<file path="src/design/mfqs_pkg.sv">
// Shared types and codes for the four-level feedback queue scheduler.
`default_nettype none
package mfqs_pkg;
   localparam int NUM_LEVELS = 4;
   localparam logic [0:0] FUNC_ARRIVE = 1'b0;
   localparam logic [0:0] FUNC_TICK = 1'b1;
   localparam logic [2:0] EV_IDLE = 3'd0;
   localparam logic [2:0] EV_KEPT = 3'd1;
   localparam logic [2:0] EV_FINISHED = 3'd2;
   localparam logic [2:0] EV_DEMOTED = 3'd3;
   localparam logic [2:0] EV_PREEMPT = 3'd4;
   localparam logic [2:0] EV_ROTATE = 3'd5;
   localparam logic [2:0] EV_ACCEPTED = 3'd6;
   localparam logic [2:0] EV_DROPPED = 3'd7;
   localparam logic [1:0] REG_L2 = 2'd0;
   localparam logic [1:0] REG_L3 = 2'd1;
   localparam logic [1:0] REG_L4 = 2'd2;
   typedef enum logic [2:0] {
      ST_IDLE = 3'b001,
      ST_READ = 3'b010,
      ST_OUT  = 3'b100
   } state_type;
endpackage
`default_nettype wire

</file>
<file path="src/design/mfqs_if.sv">
// Valid/ready channel interfaces for the scheduler.
`default_nettype none
interface mfqs_req_if;
   logic       valid;
   logic       ready;
   logic [0:0] func;
   logic [3:0] task_id;
   logic [7:0] task_life;
   modport source (output valid, func, task_id, task_life, input ready);
   modport sink (input valid, func, task_id, task_life, output ready);
endinterface

interface mfqs_rsp_if;
   logic       valid;
   logic       ready;
   logic [3:0] served_id;
   logic [2:0] served_level;
   logic [2:0] event_res;
   modport source (output valid, served_id, served_level, event_res, input ready);
   modport sink (input valid, served_id, served_level, event_res, output ready);
endinterface
`default_nettype wire

</file>
<file path="src/design/multilevel_feedback_queue_scheduler.sv">
// Top level of the four-level feedback queue scheduler.
// An item is accepted only in the idle state. Acceptance reads the head slot of the queue memory,
// the READ state reads the task memory, and the OUT state computes, writes back and loads the
// result register. A new item is taken only once the OUT state has gone back to idle, so items
// do not overlap. The compute stage holds its item while the result register still carries an
// untaken result. Queue pointers and active bits are registers; queue rings and per-task age,
// life and counters are memories.
`default_nettype none
module multilevel_feedback_queue_scheduler #(
   parameter int MAX_TASKS = 16
) (
   input  wire        clock,
   input  wire        reset,
   mfqs_req_if.sink   req,
   mfqs_rsp_if.source rsp,
   input  wire        csr_psel,
   input  wire        csr_penable,
   input  wire        csr_pwrite,
   input  wire [3:0]  csr_paddr,
   input  wire [31:0] csr_pwdata,
   output logic [31:0] csr_prdata,
   output logic       csr_pready
);
   localparam int TW = (MAX_TASKS > 1) ? $clog2(MAX_TASKS) : 1;
   localparam int CW = $clog2(MAX_TASKS + 1);
   localparam int QD = mfqs_pkg::NUM_LEVELS * MAX_TASKS;
   localparam int QW = $clog2(QD);

   logic [TW-1:0] qmem [QD];
   logic [31:0]   tmem [MAX_TASKS];

   logic [7:0] bud2_ff, bud3_ff, bud4_ff;
   logic [TW-1:0] head_ff [mfqs_pkg::NUM_LEVELS];
   logic [CW-1:0] cnt_ff [mfqs_pkg::NUM_LEVELS];
   logic [MAX_TASKS-1:0] act_ff;
   logic [2:0] ptr_ff;
   mfqs_pkg::state_type st_ff;
   logic [0:0] func_ff;
   logic [3:0] id_ff;
   logic [7:0] life_ff;
   logic [1:0] lvl_ff;
   logic       any_ff;
   logic [TW-1:0] qrd_ff;
   logic [31:0] trd_ff;
   logic [3:0] oid_ff;
   logic [2:0] olvl_ff, oev_ff;
   logic       rsp_v_ff;
   logic       advance;

   // level-4 counters kept in a separate memory
   logic [7:0] l4mem [MAX_TASKS];
   logic [7:0] l4rd_ff, l4_n;
   assign l4_n = (lvl_ff == 2'd3) ? (l4rd_ff == 8'hff ? 8'hff : l4rd_ff + 8'd1)
                                  : l4rd_ff;

   // pointer scan
   logic [2:0] p0;
   logic [1:0] scan_lvl;
   logic       scan_any;
   always_comb begin
      p0 = (ptr_ff == 3'd0 || ptr_ff > 3'd4) ? 3'd1 : ptr_ff;
      scan_any = 1'b0;
      scan_lvl = 2'd0;
      for (int k = mfqs_pkg::NUM_LEVELS - 1; k >= 0; k--) begin
         if (3'(k + 1) >= p0 && cnt_ff[k] != '0) begin
            scan_any = 1'b1;
            scan_lvl = 2'(k);
         end
      end
   end

   logic accept_req;
   assign req.ready = st_ff == mfqs_pkg::ST_IDLE;
   assign accept_req = req.valid && req.ready;
   assign advance = st_ff == mfqs_pkg::ST_OUT && (!rsp_v_ff || rsp.ready);

   logic csr_wr;
   assign csr_wr = csr_psel && csr_penable && csr_pwrite;
   assign csr_pready = 1'b1;
   always_comb begin
      case (csr_paddr[3:2])
         mfqs_pkg::REG_L2: csr_prdata = {24'd0, bud2_ff};
         mfqs_pkg::REG_L3: csr_prdata = {24'd0, bud3_ff};
         mfqs_pkg::REG_L4: csr_prdata = {24'd0, bud4_ff};
         default: csr_prdata = 32'd0;
      endcase
   end

   // compute stage
   logic [TW-1:0] t;
   logic [7:0] age_n, c2, c3, cnt_sel, budget;
   logic higher, finished, do_pop, do_push, id_ok;
   logic [1:0] push_lvl;
   logic [TW-1:0] push_id;
   logic [2:0] ev;
   logic [2:0] ptr_n;
   logic tw_en;
   logic [31:0] tw_data;
   logic [TW-1:0] tw_addr;
   always_comb begin
      t = qrd_ff;
      age_n = trd_ff[7:0] == 8'hff ? 8'hff : trd_ff[7:0] + 8'd1;
      c2 = trd_ff[23:16];
      c3 = trd_ff[31:24];
      higher = 1'b0;
      for (int k = 0; k < mfqs_pkg::NUM_LEVELS - 1; k++) begin
         if (2'(k) < lvl_ff && cnt_ff[k] != '0) higher = 1'b1;
      end
      cnt_sel = 8'd0;
      budget = bud4_ff;
      do_pop = 1'b0;
      do_push = 1'b0;
      push_lvl = lvl_ff;
      push_id = t;
      ev = mfqs_pkg::EV_KEPT;
      ptr_n = ptr_ff;
      tw_en = 1'b0;
      tw_addr = t;
      tw_data = trd_ff;
      id_ok = 1'b0;
      finished = 1'b0;
      if (func_ff == mfqs_pkg::FUNC_ARRIVE) begin
         id_ok = (32'(id_ff) < MAX_TASKS) && !act_ff[TW'(id_ff)] &&
                 (32'(cnt_ff[0]) < MAX_TASKS);
         ev = id_ok ? mfqs_pkg::EV_ACCEPTED : mfqs_pkg::EV_DROPPED;
         do_push = id_ok;
         push_lvl = 2'd0;
         push_id = TW'(id_ff);
         tw_en = id_ok;
         tw_addr = TW'(id_ff);
         tw_data = {16'd0, life_ff, 8'd0};
      end else if (!any_ff) begin
         ev = mfqs_pkg::EV_IDLE;
         ptr_n = 3'd0;
      end else begin
         ptr_n = {1'b0, lvl_ff} + 3'd1;
         case (lvl_ff)
            2'd1: begin
               c2 = c2 == 8'hff ? 8'hff : c2 + 8'd1;
               cnt_sel = c2;
               budget = bud2_ff;
            end
            2'd2: begin
               c3 = c3 == 8'hff ? 8'hff : c3 + 8'd1;
               cnt_sel = c3;
               budget = bud3_ff;
            end
            default: ;
         endcase
         tw_en = 1'b1;
         finished = age_n >= trd_ff[15:8];
         if (finished) begin
            do_pop = 1'b1;
            ev = mfqs_pkg::EV_FINISHED;
         end else if (lvl_ff == 2'd0) begin
            do_pop = 1'b1;
            do_push = 1'b1;
            push_lvl = 2'd1;
            ev = mfqs_pkg::EV_DEMOTED;
         end else if (lvl_ff != 2'd3) begin
            if (cnt_sel < budget) begin
               if (higher) begin
                  do_pop = 1'b1;
                  do_push = 1'b1;
                  ptr_n = 3'd1;
                  ev = mfqs_pkg::EV_PREEMPT;
               end
            end else begin
               do_pop = 1'b1;
               do_push = 1'b1;
               push_lvl = lvl_ff + 2'd1;
               ev = mfqs_pkg::EV_DEMOTED;
            end
         end else begin
            if (higher) begin
               do_pop = 1'b1;
               do_push = 1'b1;
               ptr_n = 3'd1;
               ev = mfqs_pkg::EV_PREEMPT;
            end else if (l4_n >= bud4_ff) begin
               do_pop = 1'b1;
               do_push = 1'b1;
               ev = mfqs_pkg::EV_ROTATE;
            end
         end
         tw_data = {c3, c2, trd_ff[15:8], age_n};
      end
   end

   // queue slot addresses; a pop at the push level moves the head by one and leaves the count unchanged
   logic [QW-1:0] head_addr, push_addr;
   logic [CW:0] pos;
   logic [TW-1:0] pos_w;
   always_comb begin
      head_addr = QW'(32'(scan_lvl) * MAX_TASKS + 32'(head_ff[scan_lvl]));
      pos = {1'b0, cnt_ff[push_lvl]} + (CW + 1)'(head_ff[push_lvl]);
      if (32'(pos) >= MAX_TASKS) pos_w = TW'(32'(pos) - MAX_TASKS);
      else pos_w = TW'(pos);
      push_addr = QW'(32'(push_lvl) * MAX_TASKS + 32'(pos_w));
   end

   always_ff @(posedge clock) begin
      if (st_ff == mfqs_pkg::ST_IDLE && accept_req) begin
         func_ff <= req.func;
         id_ff <= req.task_id;
         life_ff <= req.task_life;
         lvl_ff <= scan_lvl;
         any_ff <= scan_any;
         qrd_ff <= qmem[head_addr];
      end
      if (st_ff == mfqs_pkg::ST_READ) begin
         trd_ff <= tmem[qrd_ff];
         l4rd_ff <= l4mem[qrd_ff];
      end
      if (advance) begin
         if (do_push) qmem[push_addr] <= push_id;
         if (tw_en) begin
            tmem[tw_addr] <= tw_data;
            l4mem[tw_addr] <= (func_ff == mfqs_pkg::FUNC_ARRIVE) ? 8'd0 : l4_n;
         end
         oid_ff <= (func_ff == mfqs_pkg::FUNC_ARRIVE) ? id_ff :
                   (any_ff ? 4'(t) : 4'd0);
         olvl_ff <= (func_ff == mfqs_pkg::FUNC_TICK && any_ff) ?
                    {1'b0, lvl_ff} + 3'd1 : 3'd0;
         oev_ff <= ev;
      end
   end

   always_ff @(posedge clock) begin
      if (reset) begin
         st_ff <= mfqs_pkg::ST_IDLE;
         rsp_v_ff <= 1'b0;
         act_ff <= '0;
         ptr_ff <= 3'd0;
         bud2_ff <= 8'd2;
         bud3_ff <= 8'd4;
         bud4_ff <= 8'd8;
         for (int k = 0; k < mfqs_pkg::NUM_LEVELS; k++) begin
            head_ff[k] <= '0;
            cnt_ff[k] <= '0;
         end
      end else begin
         if (csr_wr) begin
            case (csr_paddr[3:2])
               mfqs_pkg::REG_L2: bud2_ff <= csr_pwdata[7:0];
               mfqs_pkg::REG_L3: bud3_ff <= csr_pwdata[7:0];
               mfqs_pkg::REG_L4: bud4_ff <= csr_pwdata[7:0];
               default: ;
            endcase
         end
         if (advance) rsp_v_ff <= 1'b1;
         else if (rsp.valid && rsp.ready) rsp_v_ff <= 1'b0;
         case (st_ff)
            mfqs_pkg::ST_IDLE: begin
               if (accept_req) st_ff <= mfqs_pkg::ST_READ;
            end
            mfqs_pkg::ST_READ: st_ff <= mfqs_pkg::ST_OUT;
            mfqs_pkg::ST_OUT: begin
               if (advance) begin
                  st_ff <= mfqs_pkg::ST_IDLE;
                  if (func_ff == mfqs_pkg::FUNC_TICK) ptr_ff <= ptr_n;
                  if (id_ok) act_ff[TW'(id_ff)] <= 1'b1;
                  if (finished && func_ff == mfqs_pkg::FUNC_TICK && any_ff)
                     act_ff[t] <= 1'b0;
                  if (do_pop) begin
                     head_ff[lvl_ff] <= (32'(head_ff[lvl_ff]) == MAX_TASKS - 1) ?
                                        '0 : head_ff[lvl_ff] + TW'(1);
                  end
                  for (int k = 0; k < mfqs_pkg::NUM_LEVELS; k++) begin
                     cnt_ff[k] <= cnt_ff[k]
                        - CW'(do_pop && 2'(k) == lvl_ff)
                        + CW'(do_push && 2'(k) == push_lvl);
                  end
               end
            end
            default: st_ff <= mfqs_pkg::ST_IDLE;
         endcase
      end
   end

   assign rsp.valid = rsp_v_ff;
   assign rsp.served_id = oid_ff;
   assign rsp.served_level = olvl_ff;
   assign rsp.event_res = oev_ff;

   a_no_accept_busy: assert property (@(posedge clock) disable iff (reset)
      st_ff != mfqs_pkg::ST_IDLE |-> !req.ready) else $error("ready while busy");
   a_idle_level: assert property (@(posedge clock) disable iff (reset)
      rsp.valid && rsp.event_res == mfqs_pkg::EV_IDLE |-> rsp.served_level == 3'd0)
      else $error("idle with level");
   a_ptr_range: assert property (@(posedge clock) disable iff (reset)
      ptr_ff <= 3'd4) else $error("pointer range");
endmodule
`default_nettype wire

</file>
<file path="src/flat_wrapper.sv">
// flat-port wrapper written by rule: the top's interface ports become plain ports
module multilevel_feedback_queue_scheduler_flat 
#(
   parameter int MAX_TASKS = 16
)
  (clock, reset, csr_psel, csr_penable, csr_pwrite, csr_paddr, csr_pwdata, csr_prdata, csr_pready, req_valid, req_func, req_task_id, req_task_life, req_ready, rsp_valid, rsp_served_id, rsp_served_level, rsp_event_res, rsp_ready);
  mfqs_req_if req_i ();
  mfqs_rsp_if rsp_i ();
  input  wire clock;
  input  wire reset;
  input  wire csr_psel;
  input  wire csr_penable;
  input  wire csr_pwrite;
  input  wire [3:0] csr_paddr;
  input  wire [31:0] csr_pwdata;
  output logic [31:0] csr_prdata;
  output logic csr_pready;
  input wire logic [$bits(req_i.valid)-1:0] req_valid;
  input wire logic [$bits(req_i.func)-1:0] req_func;
  input wire logic [$bits(req_i.task_id)-1:0] req_task_id;
  input wire logic [$bits(req_i.task_life)-1:0] req_task_life;
  output wire logic [$bits(req_i.ready)-1:0] req_ready;
  output wire logic [$bits(rsp_i.valid)-1:0] rsp_valid;
  output wire logic [$bits(rsp_i.served_id)-1:0] rsp_served_id;
  output wire logic [$bits(rsp_i.served_level)-1:0] rsp_served_level;
  output wire logic [$bits(rsp_i.event_res)-1:0] rsp_event_res;
  input wire logic [$bits(rsp_i.ready)-1:0] rsp_ready;
  assign req_i.valid = req_valid;
  assign req_i.func = req_func;
  assign req_i.task_id = req_task_id;
  assign req_i.task_life = req_task_life;
  assign req_ready = req_i.ready;
  assign rsp_valid = rsp_i.valid;
  assign rsp_served_id = rsp_i.served_id;
  assign rsp_served_level = rsp_i.served_level;
  assign rsp_event_res = rsp_i.event_res;
  assign rsp_i.ready = rsp_ready;
  multilevel_feedback_queue_scheduler #(.MAX_TASKS(MAX_TASKS)) u_core (.clock(clock), .reset(reset), .req(req_i), .rsp(rsp_i), .csr_psel(csr_psel), .csr_penable(csr_penable), .csr_pwrite(csr_pwrite), .csr_paddr(csr_paddr), .csr_pwdata(csr_pwdata), .csr_prdata(csr_prdata), .csr_pready(csr_pready));
endmodule
</file>
<file path="config.mk">
export PLATFORM = sky130hd
export DESIGN_NAME = multilevel_feedback_queue_scheduler_flat
export DESIGN_NICKNAME = d
export VERILOG_FILES = /design/src/design/mfqs_pkg.sv /design/src/design/mfqs_if.sv /design/src/design/multilevel_feedback_queue_scheduler.sv /design/src/flat_wrapper.sv
export SDC_FILE = /design/constraint.sdc
export NUM_CORES = 1
export LEC_CHECK = 0
export BUFFER_PORTS_ARGS = -buffer_cell sky130_fd_sc_hd__buf_2
export CAP_MARGIN = 40
export CORE_ASPECT_RATIO = 0.75
export CORE_MARGIN = 5
export CORE_UTILIZATION = 40
export DETAILED_ROUTE_END_ITERATION = 10
export GPL_ROUTABILITY_DRIVEN = 0
export SLEW_MARGIN = 20
export SYNTH_ARGS = -nofsm -noshare
export SYNTH_HDL_FRONTEND = slang
export SYNTH_SLANG_ARGS = --single-unit
</file>
<file path="constraint.sdc">
create_clock -name clock -period 6.9 [get_ports clock]
set_clock_uncertainty 0.05 [all_clocks]
set_input_delay 1.38 -clock clock [delete_from_list [all_inputs] [get_ports clock]]
set_output_delay 1.38 -clock clock [all_outputs]
set_load 0.01 [all_outputs]
</file>
After elaboration in Yosys (flattened, before gate mapping):

Memories as Yosys holds them, arrays and structs flattened. A register that Yosys moved wholly into a read port is not among the register bits.
Index checks and enable logic that the tools add are counted.

* memories kept: 5
* output and inout bits: 45
* input bits: 56
* flip-flop bits (word level): 73
* bits in writable memories: 932

* add/subtract/negate cells: 19
* mux-type cells: 111
* reductions and logical operators: 48
* $lt $le $gt $ge: 17
* bitwise logic cells: 7
* equality and inequality tests: 22

Memories
* u_core.tmem: depth 16, bits a word 32, read ports 1, clocked after Yosys merged registers in 1, wr ports 1, RTL line multilevel_feedback_queue_scheduler.sv:30 `logic [31:0] tmem [MAX_TASKS];`
* u_core.qmem: depth 64, bits a word 4, read ports 1, clocked after Yosys merged registers in 1, wr ports 1, RTL line multilevel_feedback_queue_scheduler.sv:29 `logic [TW-1:0] qmem [QD];`
* u_core.l4mem: depth 16, bits a word 8, read ports 1, clocked after Yosys merged registers in 1, wr ports 1, RTL line multilevel_feedback_queue_scheduler.sv:51 `logic [7:0] l4mem [MAX_TASKS];`
* u_core.cnt_ff: depth 4, bits a word 5, read ports 5, clocked after Yosys merged registers in 0, wr ports 4, RTL line multilevel_feedback_queue_scheduler.sv:34 `logic [CW-1:0] cnt_ff [mfqs_pkg::NUM_LEVELS];`
* u_core.head_ff: depth 4, bits a word 4, read ports 3, clocked after Yosys merged registers in 1, wr ports 4, RTL line multilevel_feedback_queue_scheduler.sv:33 `logic [TW-1:0] head_ff [mfqs_pkg::NUM_LEVELS];`

Operator list (count)
* $mux W8: 12
* $mux W16: 5
* $mux W32: 2
* $mux W3: 18
* $mux W1: 45
* $add A8 B1 Y8 const B: 4
* $eq A8 B8 Y1 const B: 4
* $pmux W8 S2: 2
* $logic_and A1 B1 Y1: 27
* $mux W2: 12
* $mux W4: 6
* $pmux W8 S3: 1
* $add A5 B1 Y5: 4
* $mux W5: 4
* $reduce_bool A5 Y1: 4
* $sub A5 B1 Y5: 4
* $and A16 B16 Y16: 1
* $ge A8 B8 Y1: 2
* $not A16 Y16: 1
* $or A16 B16 Y16: 1
* $add A6 B4 Y6: 2
* $lt A4 B5 Y1 const B: 2
* $reduce_and A2 Y1: 5
* $pmux W3 S3: 1
* 36 further kinds: 55

Longest topological paths before layout:

An unclocked memory read counts as a cell.

* depth after elaboration: 20
* depth in mapped cells: 27
* gate-level depth less buffers: 25

Worst setup path after synthesis:

OpenSTA, ideal clock, no wires.

* path type: flip-flop to flip-flop
* from: register u_core.lvl_ff[0]
* to: memory u_core.qmem[57][0] (netlist name), enable pin
* library setup time: 0.377 ns
* clock period less this slack: 6.289 ns
* arrival: 5.862 ns
* cell stages (with the launch flop): 23
* slack: 0.611 ns
* required time: 6.473 ns
* path through: edfxtp_1 -> clkbuf_1 -> inv_1 -> ha_1 -> buf_2 -> inv_1 -> clkbuf_1 -> a21oi_1 -> ha_1 -> a211oi_1 -> o2111ai_1 -> a221o_2 -> a2111oi_0 -> a2111o_1 -> clkbuf_1 -> clkbuf_1 -> mux2i_1 -> ha_1 -> a21o_1 -> a21oi_1 -> xnor2_1 -> xnor2_1 -> nor4_1

* longest elaborated chain between the ends: 16
* elaborated cells on any way between the ends: 49

RTL lines
* start: declaration: RTL line multilevel_feedback_queue_scheduler.sv:41 `logic [1:0] lvl_ff;`
* start signal: assignment: RTL line multilevel_feedback_queue_scheduler.sv:207 `lvl_ff <= scan_lvl;`
* $eq A2 B2 Y1 or $eq A2 B1 Y1 (tied branches): RTL line multilevel_feedback_queue_scheduler.sv:137 `case (lvl_ff)`
* $pmux W8 S2: RTL line multilevel_feedback_queue_scheduler.sv:137
* $mux W8: RTL line multilevel_feedback_queue_scheduler.sv:132 `end else if (!any_ff) begin`
* $mux W8: RTL line multilevel_feedback_queue_scheduler.sv:122 `if (func_ff == mfqs_pkg::FUNC_ARRIVE) begin`
* $lt A8 B8 Y1: RTL line multilevel_feedback_queue_scheduler.sv:161 `if (cnt_sel < budget) begin`
* $mux W2: RTL line multilevel_feedback_queue_scheduler.sv:161
* $mux W2: RTL line multilevel_feedback_queue_scheduler.sv:160 `end else if (lvl_ff != 2'd3) begin`
* $mux W2: RTL line multilevel_feedback_queue_scheduler.sv:155 `end else if (lvl_ff == 2'd0) begin`
* $mux W2: RTL line multilevel_feedback_queue_scheduler.sv:152 `if (finished) begin`
* $mux W2: RTL line multilevel_feedback_queue_scheduler.sv:132
* $mux W2: RTL line multilevel_feedback_queue_scheduler.sv:122
* $mem_v2 Z4 W5 or $mem_v2 Z4 W4 (tied branches)
* $add A5 B4 Y6: RTL line multilevel_feedback_queue_scheduler.sv:196 `pos = {1'b0, cnt_ff[push_lvl]} + (CW + 1)'(head_ff[push_lvl]);`
* $ge A6 B5 Y1 or $sub A4 B1 Y4 (tied branches): RTL line multilevel_feedback_queue_scheduler.sv:197 `if (32'(pos) >= MAX_TASKS) pos_w = TW'(32'(pos) - MAX_TASKS);`
* $mux W4: RTL line multilevel_feedback_queue_scheduler.sv:197
* $add A6 B4 Y6: RTL line multilevel_feedback_queue_scheduler.sv:199 `push_addr = QW'(32'(push_lvl) * MAX_TASKS + 32'(pos_w));`
* end: declaration: RTL line multilevel_feedback_queue_scheduler.sv:29

Several ways; a longest one is shown, not always the timed one. The select of a mux whose other input is x is not followed.

Worst setup path after layout:

* from: register u_core.lvl_ff[1]
* to: memory u_core.qmem[5][0] (netlist name), enable pin

Same word-level chain as after synthesis.

==> metrics.txt <==
Port Buffers 49; Avg Vias per Cell 5.79; Worst-Margin Slew 0.880 ns; Seq/Total Area, Yosys 0.704; static leakage 0.0171 uW; post-synth top area share 0.682; Yosys top cell by area edfxtp_1; CP max FO 10; critical path required time 7.25 ns; average size of a mapped cell 17.4 um2; Clock Latency Late Sink 0.70 ns; vias in the first global route 24831; min cycle time layout 6.57 ns; dominant cells by area after synthesis edfxtp_1 68%, mux4_2 11%, mux2i_1 3.8%, dfxtp_1 2.2%, ha_1 1.7%; final net count 2870; Slew headroom 0.409; period utilization 0.952; final hold vios 0; post-synthesis mux area share 0.147; Adder-Cell Fraction of Synth Area 0.0196; Final ANT Viol Nets 0; cts hold-fix bufs 0; main combinational cell family by area after synthesis multiplexers; Synth Instances 2535; post-synthesis register bit count 1051; Max-Cap Viols 0; CP Data Arrival Time 6.92 ns; Root Buffer clkbuf_16; crit path launch type register; Mapped Area 44100 um2; CTS Buf Count 99; clock buffer depth 3; Finished Core Util 0.464; Final Max Tran Viols 0; DP HPWL 66.5 mm; initial antenna violation count 0; I/O pin total 101; final worst slack 0.332 ns; Remaining Overflow, GRT 0; Clock Sink Count 1051; crit end category register; wire per inst 25.2 um; synth warn 0; area of the die 117000 um2; row count 105; Compound-Gate Fraction of Synth Area 0.0463; n_diodes 0; post-synth cell types 70; power density over cell area 270 nW/um2; xor/xnor cell area share of the yosys netlist 0.00834; CORE AREA 109000 um2; TritonCTS clock tree built; commonest register cell after synthesis edfxtp_1; critical setup path kind register to register; CTS clock-pin slew for the worst setup and hold paths 0.06 ns; status finished clean; Initial DRC Count 2472; pre-CTS worst setup slack -0.0617 ns; drt pass-1 iters 5; growth of design area from synthesis to finish 15.2%; FFs w/ async S/R, synth 0; Post-Synth Simple-Gate Area 0.0521; H-tree Lvls 3; pin count of the biggest net entering global routing 123; detailed-route DRC error count 0; Die Y 298 um; gr usage total 0.181; Fmax achieved 0.152 GHz; Chip Width 393 um; Vias 24755; final setup fails 0; fraction of layout instances using a drive strength above 1 0.232; EDFF count, synth 1002; first-pass GRT wire length 160 mm; Detailed Route WL 108 mm; worst hold path class register to register; initial core utilization 0.403; worst vdd ir 236 uV
[sequential cells by signal, summed over array words and instances, names as in the netlist, 4 cells and up, named ones only]
signal and cells:
u_core.tmem 512, u_core.qmem 256, u_core.l4mem 128, u_core.trd_ff 32
u_core.cnt_ff 20, u_core.act_ff 16, u_core.head_ff 16, u_core.bud2_ff 8
u_core.bud3_ff 8, u_core.bud4_ff 8, u_core.l4rd_ff 8, u_core.life_ff 8
u_core.id_ff 4, u_core.qrd_ff 4, u_core.rsp.served_id 4
[cells in the mapped netlist (all sizes together) (49+ instances only)]
| cell type | instances |
|---|---|
| buf | 63 |
| a21oi | 70 |
| inv | 72 |
| nand2 | 81 |
| edfxtp | 1002 |
| nor4 | 75 |
| mux2i | 168 |
| nor2 | 125 |
| mux4 | 209 |
| ha | 61 |
| dfxtp | 49 |
| o22ai | 58 |
| clkbuf | 92 |
[final timing paths]
path | start | to | slack [ns] | cells after the start
setup / recovery | u_core.lvl_ff[1] | u_core.qmem[5][0] | 0.33 | 24
hold / removal | u_core.ptr_ff[1] | u_core.ptr_ff[1] | 0.44 | 2
setup reg to reg | u_core.lvl_ff[1] | u_core.qmem[5][0] | 0.33 | 24
hold reg to reg | u_core.ptr_ff[1] | u_core.ptr_ff[1] | 0.44 | 2
[through the flow]
| stage | total power (uW) | instance area [um2] | cells | hold WS, ns | TNS [ns] |
|---|---|---|---|---|---|
| after global routing | 14200 | 50800 | 4273 | 0.471 | -0.0200 |
| after floorplan | 8040 | 44200 | 2558 | 0.400 | 0 |
| after CTS | 13800 | 50600 | 4256 | 0.444 | 0 |
| final | 13700 | 50800 | 4273 | 0.443 | 0 |
| after detailed placement | 8420 | 47300 | 4074 | 0.433 | -0.247 |
| after global placement | 8380 | 46900 | 4050 | 0.436 | 0 |
[critical path: stages (launching register included)]
cell,delay (ns)
edfxtp_1,0.47
inv_2,0.18
ha_1,0.30
inv_1,0.26
a221o_1,0.16
o21ai_0,0.12
ha_1,0.34
a211oi_1,0.38
o2111ai_1,0.17
a221o_2,0.40
a31oi_1,0.29
nor3_1,0.15
nor2_2,0.27
buf_4,0.24
nor2_1,0.06
a211oi_1,0.30
a31oi_1,0.14
ha_1,0.27
fa_1,0.41
xnor2_1,0.16
nor2_1,0.25
nand2_1,0.12
buf_4,0.22
nor4_1,0.35
buf_4,0.21
[what timing repair did]
item	4_1_cts	5_1_grt
endpoints found under the setup margin	4	256
buffers inserted	0	0
hold endpoints to repair	0	0
gates resized for setup	1	14
[area by class of cell]
| cell class | count | area (um2) |
|---|---|---|
| Inverter | 72 | 270 |
| Multi-Input combinational cell | 1280 | 12300 |
| Fill cell | 9229 | 58600 |
| Clock buffer | 110 | 2540 |
| Timing Repair Buffer | 244 | 2050 |
| Clock inverter | 72 | 728 |
| Tap cell | 1444 | 1810 |
| Sequential cell | 1051 | 31100 |
[metal layers]
metal  share of wire  routed length (um)  track usage
met5               0                   0            0
met4           0.019                2000       0.0402
met3           0.080                8650       0.0295
met2            0.44               47900        0.271
met1            0.46               49300        0.280
[power breakdown]
part,switching [uW],internal [uW],total [uW]
clock network,2400,3020,5430
registers,30.7,7050,7080
logic,751,475,1230
[layout by cell type (no fill, tap or decap), types with 17 or more instances in the layout]
master	n
edfxtp_1	1002
buf_2	51
xor2_1	18
nand3_1	36
nor2_4	17
nor2b_1	25
a211oi_1	19
clkbuf_16	100
nor3_1	36
mux2i_1	168
conb_1	25
a31oi_1	23
nor2_1	106
inv_1	71
clkinv_2	23
nand2_1	80
dfxtp_1	49
ha_1	60
buf_4	164
clkinv_1	20
a21oi_1	67
mux4_2	209
o21ai_0	39
nor4_1	75
xnor2_1	23
o22ai_1	58
[cells by family (layout without fill, tap and decap cells)]
group | Yosys count | in the layout
and+or+nand+nor | 455 | 455
buffers and inverters | 227 | 498
muxes | 385 | 385
AOI/OAI and AO/OA | 307 | 307
xor gates and xnor gates | 42 | 42
other | 2 | 25
DFF | 1051 | 1051
adders and majority gates | 66 | 66
Power figures use the tool's default switching activity.
